--- src/rtl/atlb_pkg.sv ---
package atlb_pkg;

    localparam int SPACE_W = 4;
    localparam int VA_W    = 32;
    localparam int PAGE_W  = 20;
    localparam int OFF_W   = 12;
    localparam int FRAME_W = 20;
    localparam int CH_W    = 3;
    localparam int SLOT_W  = 5;
    localparam int IDX_W   = 8;

    localparam logic [CH_W-1:0] RELOAD_RESET = 3'd2;

    typedef struct packed {
        logic [SPACE_W-1:0] space;
        logic [PAGE_W-1:0]  page;
        logic               wr;
    } t_req;

    typedef struct packed {
        logic               active;
        logic               hit;
        logic [IDX_W-1:0]   hit_idx;
        logic [FRAME_W-1:0] hit_frame;
        logic               inv_found;
        logic [IDX_W-1:0]   inv_idx;
        logic               zero_found;
        logic [IDX_W-1:0]   zero_idx;
    } t_carry;

    typedef struct packed {
        logic               en;
        logic [IDX_W-1:0]   idx;
        logic               replace;
        logic [CH_W-1:0]    reload;
        logic [SPACE_W-1:0] space;
        logic [PAGE_W-1:0]  page;
        logic [FRAME_W-1:0] frame;
    } t_fill;

endpackage

--- src/rtl/atlb_cell.sv ---
module atlb_cell
    import atlb_pkg::*;
#(
    parameter int CELL_IDX = 0
) (
    input  logic   i_clk,
    input  logic   i_rst_n,
    input  t_req   i_req,
    input  t_fill  i_fill,
    input  t_carry i_carry,
    output t_carry o_carry
);

    logic               r_valid;
    logic [CH_W-1:0]    r_chances;
    logic               r_dirty;
    logic [SPACE_W-1:0] r_space;
    logic [PAGE_W-1:0]  r_page;
    logic [FRAME_W-1:0] r_frame;
    t_carry             r_carry;

    logic               w_same;
    logic               w_match;
    logic               w_fill;
    logic [CH_W-1:0]    w_dec;
    t_carry             n_carry;

    localparam logic [IDX_W-1:0] MY_IDX = IDX_W'(CELL_IDX);

    assign w_same  = r_valid && (r_space == i_req.space);
    assign w_match = w_same && (r_page == i_req.page);
    assign w_fill  = i_fill.en && (i_fill.idx == MY_IDX);

    always_comb begin
        w_dec = r_chances;
        if (w_same && !w_match && (r_chances != '0)) begin
            w_dec = r_chances - CH_W'(1);
        end
        n_carry = i_carry;
        if (w_match) begin
            n_carry.hit       = 1'b1;
            n_carry.hit_idx   = MY_IDX;
            n_carry.hit_frame = r_frame;
        end
        if (!i_carry.inv_found && !r_valid) begin
            n_carry.inv_found = 1'b1;
            n_carry.inv_idx   = MY_IDX;
        end
        if (!i_carry.zero_found && (w_dec == '0)) begin
            n_carry.zero_found = 1'b1;
            n_carry.zero_idx   = MY_IDX;
        end
    end

    always_ff @(posedge i_clk) begin
        if (!i_rst_n) begin
            r_valid   <= 1'b0;
            r_chances <= '0;
            r_dirty   <= 1'b0;
            r_carry   <= '0;
        end else begin
            r_carry <= n_carry;
            if (i_carry.active) begin
                r_chances <= w_dec;
                if (w_match && i_req.wr) begin
                    r_dirty <= 1'b1;
                end
            end else if (w_fill) begin
                r_valid <= 1'b1;
                if (i_fill.replace) begin
                    r_chances <= i_fill.reload;
                end
            end
        end
    end

    always_ff @(posedge i_clk) begin
        if (!i_carry.active && w_fill) begin
            r_space <= i_fill.space;
            r_page  <= i_fill.page;
            r_frame <= i_fill.frame;
        end
    end

    assign o_carry = r_carry;

endmodule

--- src/rtl/asid_tlb_second_chance.sv ---
// Channel  | Valid       | Stall        | Payload
// ---------+-------------+--------------+----------------------------------------------
// request  | i_in_valid  | o_in_stall   | i_space_id i_virtual_address i_is_write
//          |             |              | i_walk_frame
// result   | o_out_valid | i_out_stall  | o_hit o_frame o_physical_address o_filled o_slot
// config   | i_cfg_we    | -            | i_cfg_wdata (reload_chances)
//
// A lookup walks the cell row one entry per cycle: o_out_valid rises after the walk as the
// result registers, later while an earlier result is still stalled.
// One request is in flight at a time; the next is taken the cycle after the result registers.
// The fill of a missed page is broadcast to the row after the walk, in the
// cycle the result is registered; it waits there while the result is stalled.
// Synchronous reset empties all entries and sets reload_chances to 2.
module asid_tlb_second_chance
    import atlb_pkg::*;
#(
    parameter int TLB_ENTRIES = 32,
    parameter int SPACE_COUNT = 16
) (
    input  logic               i_clk,
    input  logic               i_rst_n,
    input  logic               i_cfg_we,
    input  logic [CH_W-1:0]    i_cfg_wdata,
    input  logic               i_in_valid,
    output logic               o_in_stall,
    input  logic [SPACE_W-1:0] i_space_id,
    input  logic [VA_W-1:0]    i_virtual_address,
    input  logic               i_is_write,
    input  logic [FRAME_W-1:0] i_walk_frame,
    output logic               o_out_valid,
    input  logic               i_out_stall,
    output logic               o_hit,
    output logic [FRAME_W-1:0] o_frame,
    output logic [VA_W-1:0]    o_physical_address,
    output logic               o_filled,
    output logic [SLOT_W-1:0]  o_slot
);

    typedef enum logic [1:0] {
        S_IDLE,
        S_WALK,
        S_DONE
    } t_state;

    t_state             r_state;
    logic               r_kick;
    logic [CH_W-1:0]    r_reload;
    t_req               r_req;
    logic [FRAME_W-1:0] r_walk;
    logic [OFF_W-1:0]   r_offset;
    t_carry             r_fin;

    logic               r_out_valid;
    logic               r_hit;
    logic [FRAME_W-1:0] r_frame;
    logic [OFF_W-1:0]   r_out_offset;
    logic               r_filled;
    logic [SLOT_W-1:0]  r_slot;

    logic               w_in_xfer;
    logic               w_out_free;
    logic               w_finish;
    logic [8:0]         w_space;
    logic [IDX_W-1:0]   w_pick;
    logic               w_can_fill;
    t_fill              w_fill;
    t_carry             w_head;
    t_carry             w_carry [0:TLB_ENTRIES];

    assign o_in_stall = (r_state != S_IDLE);
    assign w_in_xfer  = i_in_valid && !o_in_stall;
    assign w_out_free = !r_out_valid || !i_out_stall;
    assign w_finish   = (r_state == S_DONE) && w_out_free;

    always_comb begin
        w_space = {5'd0, i_space_id};
        for (int k = 0; k < 8; k++) begin
            if (w_space >= 9'(SPACE_COUNT)) begin
                w_space = w_space - 9'(SPACE_COUNT);
            end
        end
    end

    assign w_pick     = r_fin.inv_found ? r_fin.inv_idx : r_fin.zero_idx;
    assign w_can_fill = !r_fin.hit && (r_fin.inv_found || r_fin.zero_found);

    always_comb begin
        w_fill.en      = w_finish && w_can_fill;
        w_fill.idx     = w_pick;
        w_fill.replace = !r_fin.inv_found;
        w_fill.reload  = r_reload;
        w_fill.space   = r_req.space;
        w_fill.page    = r_req.page;
        w_fill.frame   = r_walk;
    end

    always_comb begin
        w_head        = '0;
        w_head.active = r_kick;
    end

    assign w_carry[0] = w_head;

    for (genvar g = 0; g < TLB_ENTRIES; g++) begin : g_cell
        atlb_cell #(
            .CELL_IDX(g)
        ) u_cell (
            .i_clk  (i_clk),
            .i_rst_n(i_rst_n),
            .i_req  (r_req),
            .i_fill (w_fill),
            .i_carry(w_carry[g]),
            .o_carry(w_carry[g+1])
        );
    end

    always_ff @(posedge i_clk) begin
        if (!i_rst_n) begin
            r_state     <= S_IDLE;
            r_kick      <= 1'b0;
            r_reload    <= RELOAD_RESET;
            r_out_valid <= 1'b0;
        end else begin
            r_kick <= w_in_xfer;
            if (i_cfg_we) begin
                r_reload <= i_cfg_wdata;
            end
            if (!w_finish && r_out_valid && !i_out_stall) begin
                r_out_valid <= 1'b0;
            end
            case (r_state)
                S_IDLE: begin
                    if (w_in_xfer) begin
                        r_state <= S_WALK;
                    end
                end
                S_WALK: begin
                    if (w_carry[TLB_ENTRIES].active) begin
                        r_state <= S_DONE;
                    end
                end
                S_DONE: begin
                    if (w_out_free) begin
                        r_out_valid <= 1'b1;
                        r_state     <= S_IDLE;
                    end
                end
                default: begin
                    r_state <= S_IDLE;
                end
            endcase
        end
    end

    always_ff @(posedge i_clk) begin
        if (w_in_xfer) begin
            r_req.space <= w_space[SPACE_W-1:0];
            r_req.page  <= i_virtual_address[VA_W-1:OFF_W];
            r_req.wr    <= i_is_write;
            r_walk      <= i_walk_frame;
            r_offset    <= i_virtual_address[OFF_W-1:0];
        end
        if (w_carry[TLB_ENTRIES].active) begin
            r_fin <= w_carry[TLB_ENTRIES];
        end
        if (w_finish) begin
            r_hit        <= r_fin.hit;
            r_frame      <= r_fin.hit ? r_fin.hit_frame : r_walk;
            r_out_offset <= r_offset;
            r_filled     <= w_can_fill;
            if (r_fin.hit) begin
                r_slot <= r_fin.hit_idx[SLOT_W-1:0];
            end else if (w_can_fill) begin
                r_slot <= w_pick[SLOT_W-1:0];
            end else begin
                r_slot <= '0;
            end
        end
    end

    assign o_out_valid        = r_out_valid;
    assign o_hit              = r_hit;
    assign o_frame            = r_frame;
    assign o_physical_address = {r_frame, r_out_offset};
    assign o_filled           = r_filled;
    assign o_slot             = r_slot;

endmodule

--- config.mk ---
export PLATFORM = sky130hd
export DESIGN_NAME = asid_tlb_second_chance
export DESIGN_NICKNAME = d
export VERILOG_FILES = /design/src/rtl/atlb_pkg.sv /design/src/rtl/atlb_cell.sv /design/src/rtl/asid_tlb_second_chance.sv
export SDC_FILE = /design/constraint.sdc
export NUM_CORES = 2
export LEC_CHECK = 0
export BUFFER_PORTS_ARGS = -buffer_cell sky130_fd_sc_hd__clkbuf_2
export CAP_MARGIN = 25
export CORE_MARGIN = 1.5
export CORE_UTILIZATION = 55
export CTS_CLUSTER_DIAMETER = 40
export DETAILED_ROUTE_END_ITERATION = 8
export PLACE_DENSITY_LB_ADDON = 0.15
export SYNTH_ARGS = -nofsm -noshare
export SYNTH_HDL_FRONTEND = slang
export SYNTH_SLANG_ARGS = --single-unit
--- constraint.sdc ---
create_clock -name i_clk -period 23.4 [get_ports i_clk]
set_clock_uncertainty 0.15 [all_clocks]
set_input_delay 4.68 -clock i_clk [delete_from_list [all_inputs] [get_ports i_clk]]
set_output_delay 4.68 -clock i_clk [all_outputs]
set_load 0.03 [all_outputs]
Word-level counts from Yosys, hierarchy flattened
Cells that the tools add are included.
Operators by class
  add/sub/neg operators: 32
  equality and inequality tests: 132
  muxes and demuxes: 204
  bitwise logic cells: 33
  reductions and logical operators: 681
Operators with widths (number)
  29-bit two-way mux: 32
  20-bit == test: 32
  9-bit two-way mux: 64
  3-bit two-way mux: 97
  1-bit logical AND: 260
  2-bit OR reduction: 92
  1-bit logical NOT: 162
  2-bit AND reduction: 65
  4-bit == test: 32
  8-bit by 5-bit == test with 1-bit output (second input constant): 16
  3-bit logical NOT: 32
  3-bit nonzero test: 32
  3-bit by 1-bit subtractor with 3-bit output (second input constant): 32
  2-bit nonzero test: 33
  8-bit by 4-bit == test with 1-bit output (second input constant): 8
  2-bit by 1-bit != test with 1-bit output (second input constant): 32
  1-bit inverter: 33
  8-bit by 3-bit == test with 1-bit output (second input constant): 4
  20-bit two-way mux: 1
  8-bit by 2-bit == test with 1-bit output (second input constant): 2
  5-bit two-way mux: 2
  8-bit by 1-bit == test with 1-bit output (second input constant): 1
  8-bit logical NOT: 1
  8-bit two-way mux: 1
  9 further kinds: 16
Word-level totals
  register bits: 3215
  output and inout port bits: 61
  logic and storage cells: 1610

Longest topological paths before layout
  depth after elaboration: 10
  mapped depth: 10
  depth with buffers taken out: 7

Hierarchy
From an unflattened synthesis, not the netlist that was laid out.
Unflattened totals
  cells, all modules: 8460
  area total of the unflattened synthesis: 117204.9 µm²
By module, submodules not included
  atlb_cell (g_cell[10].u_cell ...): times used 4, cells an instance 255, area each 3502.1 µm², sequential area each 2362.3 µm²
  atlb_cell (g_cell[23].u_cell ...): times used 2, cells an instance 261, area each 3534.6 µm², sequential area each 2362.3 µm²
  atlb_cell (g_cell[13].u_cell ...): times used 2, cells an instance 253, area each 3517.1 µm², sequential area each 2362.3 µm²
  atlb_cell (g_cell[21].u_cell ...): times used 2, cells an instance 255, area each 3512.1 µm², sequential area each 2362.3 µm²
  atlb_cell (g_cell[19].u_cell ...): times used 2, cells an instance 256, area each 3505.9 µm², sequential area each 2362.3 µm²
  atlb_cell (g_cell[20].u_cell ...): times used 2, cells an instance 254, area each 3503.4 µm², sequential area each 2362.3 µm²
  atlb_cell (g_cell[1].u_cell ...): times used 2, cells an instance 255, area each 3494.6 µm², sequential area each 2362.3 µm²
  atlb_cell (g_cell[25].u_cell ...): times used 2, cells an instance 255, area each 3493.4 µm², sequential area each 2362.3 µm²
  atlb_cell (g_cell[4].u_cell ...): times used 2, cells an instance 256, area each 3490.8 µm², sequential area each 2362.3 µm²
  atlb_cell (g_cell[29].u_cell ...): times used 2, cells an instance 269, area each 3485.8 µm², sequential area each 2362.3 µm²
  atlb_cell (g_cell[17].u_cell ...): times used 2, cells an instance 255, area each 3478.3 µm², sequential area each 2362.3 µm²
  asid_tlb_second_chance: times used 1, cells an instance 238, area each 5138.7 µm², sequential area each 4344.2 µm²
  atlb_cell (g_cell[31].u_cell): times used 1, cells an instance 261, area each 3557.2 µm², sequential area each 2362.3 µm²
  atlb_cell (g_cell[15].u_cell): times used 1, cells an instance 261, area each 3544.6 µm², sequential area each 2362.3 µm²
  +6 rows

Worst setup path before layout
Ideal clock, no wire load.
  path type: input to register
  start point: in i_out_stall
  end point: reg g_cell[12].u_cell.r_frame[0], enable pin
  library setup time: 0.502 ns
  data arrival time: 10.483 ns
  path slack: 12.264 ns
  cell stages on the path: 6
  cells stage by stage: and2_1 -> buf_2 -> nor2_1 -> o2111ai_1 -> nand2b_1 -> nor3_1
Between the ends
  cells in the longest elaborated chain, start to end: 6
Ends and longest elaborated chain
  from (decl): line asid_tlb_second_chance.sv:31  | input logic i_out_stall,
  1-bit logical NOT: line asid_tlb_second_chance.sv:72  | assign w_out_free = !r_out_valid || !i_out_stall;
  1-bit logical OR: line asid_tlb_second_chance.sv:72
  1-bit logical AND: line asid_tlb_second_chance.sv:73  | assign w_finish = (r_state == S_DONE) && w_out_free;
  net w_finish: line asid_tlb_second_chance.sv:62  | logic w_finish;
  1-bit logical AND: line asid_tlb_second_chance.sv:88  | w_fill.en = w_finish && w_can_fill;
  1-bit logical AND: line atlb_cell.sv:32  | assign w_fill = i_fill.en && (i_fill.idx == MY_IDX);
  1-bit logical AND: line atlb_cell.sv:78  | if (!i_carry.active && w_fill) begin
  to (signal assigned): line atlb_cell.sv:81  | r_frame <= i_fill.frame;
  to (decl): line atlb_cell.sv:19  | logic [FRAME_W-1:0] r_frame;
The timed path passes the listed nets, and every way through them passes these cells.
A chain may end at the register's enable or synchronous reset.

Worst setup path after layout
  start point: in i_rst_n
  end point: reg g_cell[8].u_cell.r_carry (netlist bit g_cell[8].u_cell.o_carry[9])
Between the ends
  cells in the longest elaborated chain, start to end: 2
Ends and longest elaborated chain
  from (decl): line asid_tlb_second_chance.sv:21  | input logic i_rst_n,
  1-bit inverter (no line)
  2-bit OR reduction (no line)
  to (signal assigned): line atlb_cell.sv:62  | r_carry <= n_carry;
  to (decl): line atlb_cell.sv:20  | t_carry r_carry;
No other way between the ends.

==> metrics.cfg <==
[clock_tree]
cts_buffer_depth = 4
numCtsBuffers = 353
cts_hold_buf = 0
cts.sinks = 2831
cts_tree = yes
cts_resized = 0
path_clk_slew_ps = 60
cts_root_buffer = clkbuf_16
clock_latency_ps = 920
post_cts_buffers = 0
cts_max_level = 5

[synthesis]
synth_mux_area_frac = 0.0677
synthFlopType = edfxtp_1
synth-simple-area-share = 0.0847
synth_cell_types = 78
synth-adder-area-share = 0.00782
synth_xor_area_frac = 0.0657
ys_ff_latch = 2831
synth_area_leaders = edfxtp_1, dfxtp_1, mux2i_1
synth-compound-area-share = 0.0411
synth_top_area_share = 0.452
synth_top_cell_by_area = edfxtp_1
syn_area_per_cell_um2 = 13.8
syn_nets = 7574
synth_top_family_by_area = simple AND/OR/NAND/NOR gates
ys_warn_count = 0
synth-edff-count = 1541
synthesis.instances = 7445
synth-seq-area-share = 0.704
synthArstFlopShare = 0
synthesis.area_um2 = 102000

[global_route]
grt_util_all_layers = 0.213
grt.overflow.total = 0
grt_max_degree = 208
grt_pass1_wl_um = 310000
antenna_found_initial = 9
grt_pass1_vias = 54270

[worst_setup_path]
cp-end-kind = flop
cp_slowest_cell = buf_4
arrival_ps = 8350
cp_max_fo = 114
slowest_delay_ps = 850
path_cells = buf_8 -> inv_8 -> buf_4 -> buf_4 -> buf_4 -> nor2_1 -> and2_1
startpoint_type = primary input
cp_top_family = buffers and inverters
path_common_cell = buf_4
path_buf_inv = 5
path_class = primary input to flop
worstPathRequired_ps = 24060

[timing]
fin_crit_sh = 0.329
hold_viol = 0
rsz0062_at_grt = no
fin_crit_ps = 7690
max_slew.worst_pin.slew_ps = 1140
setup_tns_ps = 0
finalMaxSlewViolations = 0
setup_viol = 0
maxSlewHeadroom = 0.239
max_freq_mhz = 130

[die]
die_h_um = 434
start_util = 0.553
die_area_um2 = 189000
ios = 126
core_area_um2 = 185000
fp.dieW_um = 434
num_rows = 158

[drt]
antenna_left = 0
drc = 0
drtPass1Iterations = 5
viasPerCell = 5.29
wl_um = 201000
drt_iter0_drc = 3422
route.detailed.wl_per_inst_um = 19.2
vias = 55288

[status]
status = finished, final reports clean

[final_layout]
nFillCells = 13673
drive_gt1_frac = 0.125
utilization = 0.635
final_cell_mix = edfxtp_1, dfxtp_1, nor2_1
layout.nets = 7828
ff_latch_area_um2 = 72100
final_common_cell = edfxtp_1
multi_input_area_um2 = 27600
syn_to_final_growth_pct = 14.8

[place]
dp_hpwl_um = 121000
portBuffers = 124
gp_congestion = 0.828

[pwr]
p_leak_nw = 44.9
power_density_nw_per_um2 = 92.6
peakVddDrop_mv = 0.0829

[hold_path]
min_path_type = flop to flop

[run]
cap_violations = 0

==> sequential cells by signal (all words and copies together), names as in the netlist, 20 cells and up <==
register,count
g_cell.u_cell.r_frame,640
g_cell.u_cell.o_carry,1155
r_walk,20
g_cell.u_cell.r_chances,96
g_cell.u_cell.r_page,640
r_fin,38
r_req,24
o_frame,20
g_cell.u_cell.r_space,128
g_cell.u_cell.r_valid,32
==> per-stage QoR <==
stage / setup slack [ps] / power [mW] / hold slack (ps) / instances / instance area (um2)
global placement: 14760 / 5.65 / 236 / 9817 / 106000
CTS: 15750 / 11.0 / 248 / 10453 / 118000
finish: 15710 / 10.9 / 242 / 10460 / 118000
detailed placement: 14760 / 5.66 / 239 / 9820 / 106000
floorplan: 12260 / 5.56 / 236 / 7445 / 102000
global route: 15490 / 11.2 / 255 / 10458 / 118000
==> Yosys cell counts (all sizes together), types with 35 or more instances <==
master and instances:
clkbuf 171, a22o 81, xnor2 600, dfxtp 1290, mux2 49, nand2 130
nand3 129, nand4 162, o21a 92, and2 46, a2111oi 49, buf 209
ha 64, mux2i 637, nor3 139, nor2 943, o21ai 35, edfxtp 1541
xor2 168, and3 170, a21oi 198, inv 284
==> kinds of logic after synthesis <==
| group | after synthesis |
|---|---|
| flops | 2831 |
| simple gates | 1834 |
| xor+xnor | 768 |
| mux | 686 |
| buf+inv | 665 |
| compound gates | 597 |
| fa+ha+maj | 64 |
==> power breakdown <==
| part | internal (mW) | switching [mW] | total (mW) |
|---|---|---|---|
| logic | 0.0790 | 0.190 | 0.269 |
| registers | 5.27 | 0.0140 | 5.28 |
| clock network | 3.27 | 2.06 | 5.33 |
| total | 8.62 | 2.26 | 10.9 |
==> worst paths after layout <==
check,cells after the start,slack [ps],startpoint,end
setup reg to reg,7,18910,r_req[11],g_cell[12].u_cell.o_carry[38]
hold reg to reg,1,240,g_cell[15].u_cell.o_carry[40],g_cell[16].u_cell.o_carry[40]
setup / recovery,7,15710,i_rst_n,g_cell[8].u_cell.o_carry[9]
hold / removal,1,240,g_cell[15].u_cell.o_carry[40],g_cell[16].u_cell.o_carry[40]
==> cell type report <==
| type | count | share of cell area |
|---|---|---|
| tap | 2480 | 0.0264 |
| multi-input combinational | 3949 | 0.235 |
| inverter | 285 | 0.00916 |
| clock inverter | 195 | 0.0179 |
| sequential | 2831 | 0.613 |
| clock buffer | 438 | 0.0820 |
| antenna | 3 | 0.0000639 |
| timing repair buffer | 279 | 0.0166 |
==> routing by layer <==
metal / GRT usage / vias to the layer above / share of wire
met5: 0 / - / 0
met4: 0.0802 / 0 / 0.032
met3: 0.0352 / 444 / 0.055
met2: 0.354 / 1338 / 0.48
met1: 0.281 / 26695 / 0.44
li1: - / 26811 / -
No activity file was read; power rests on OpenSTA's default activity.
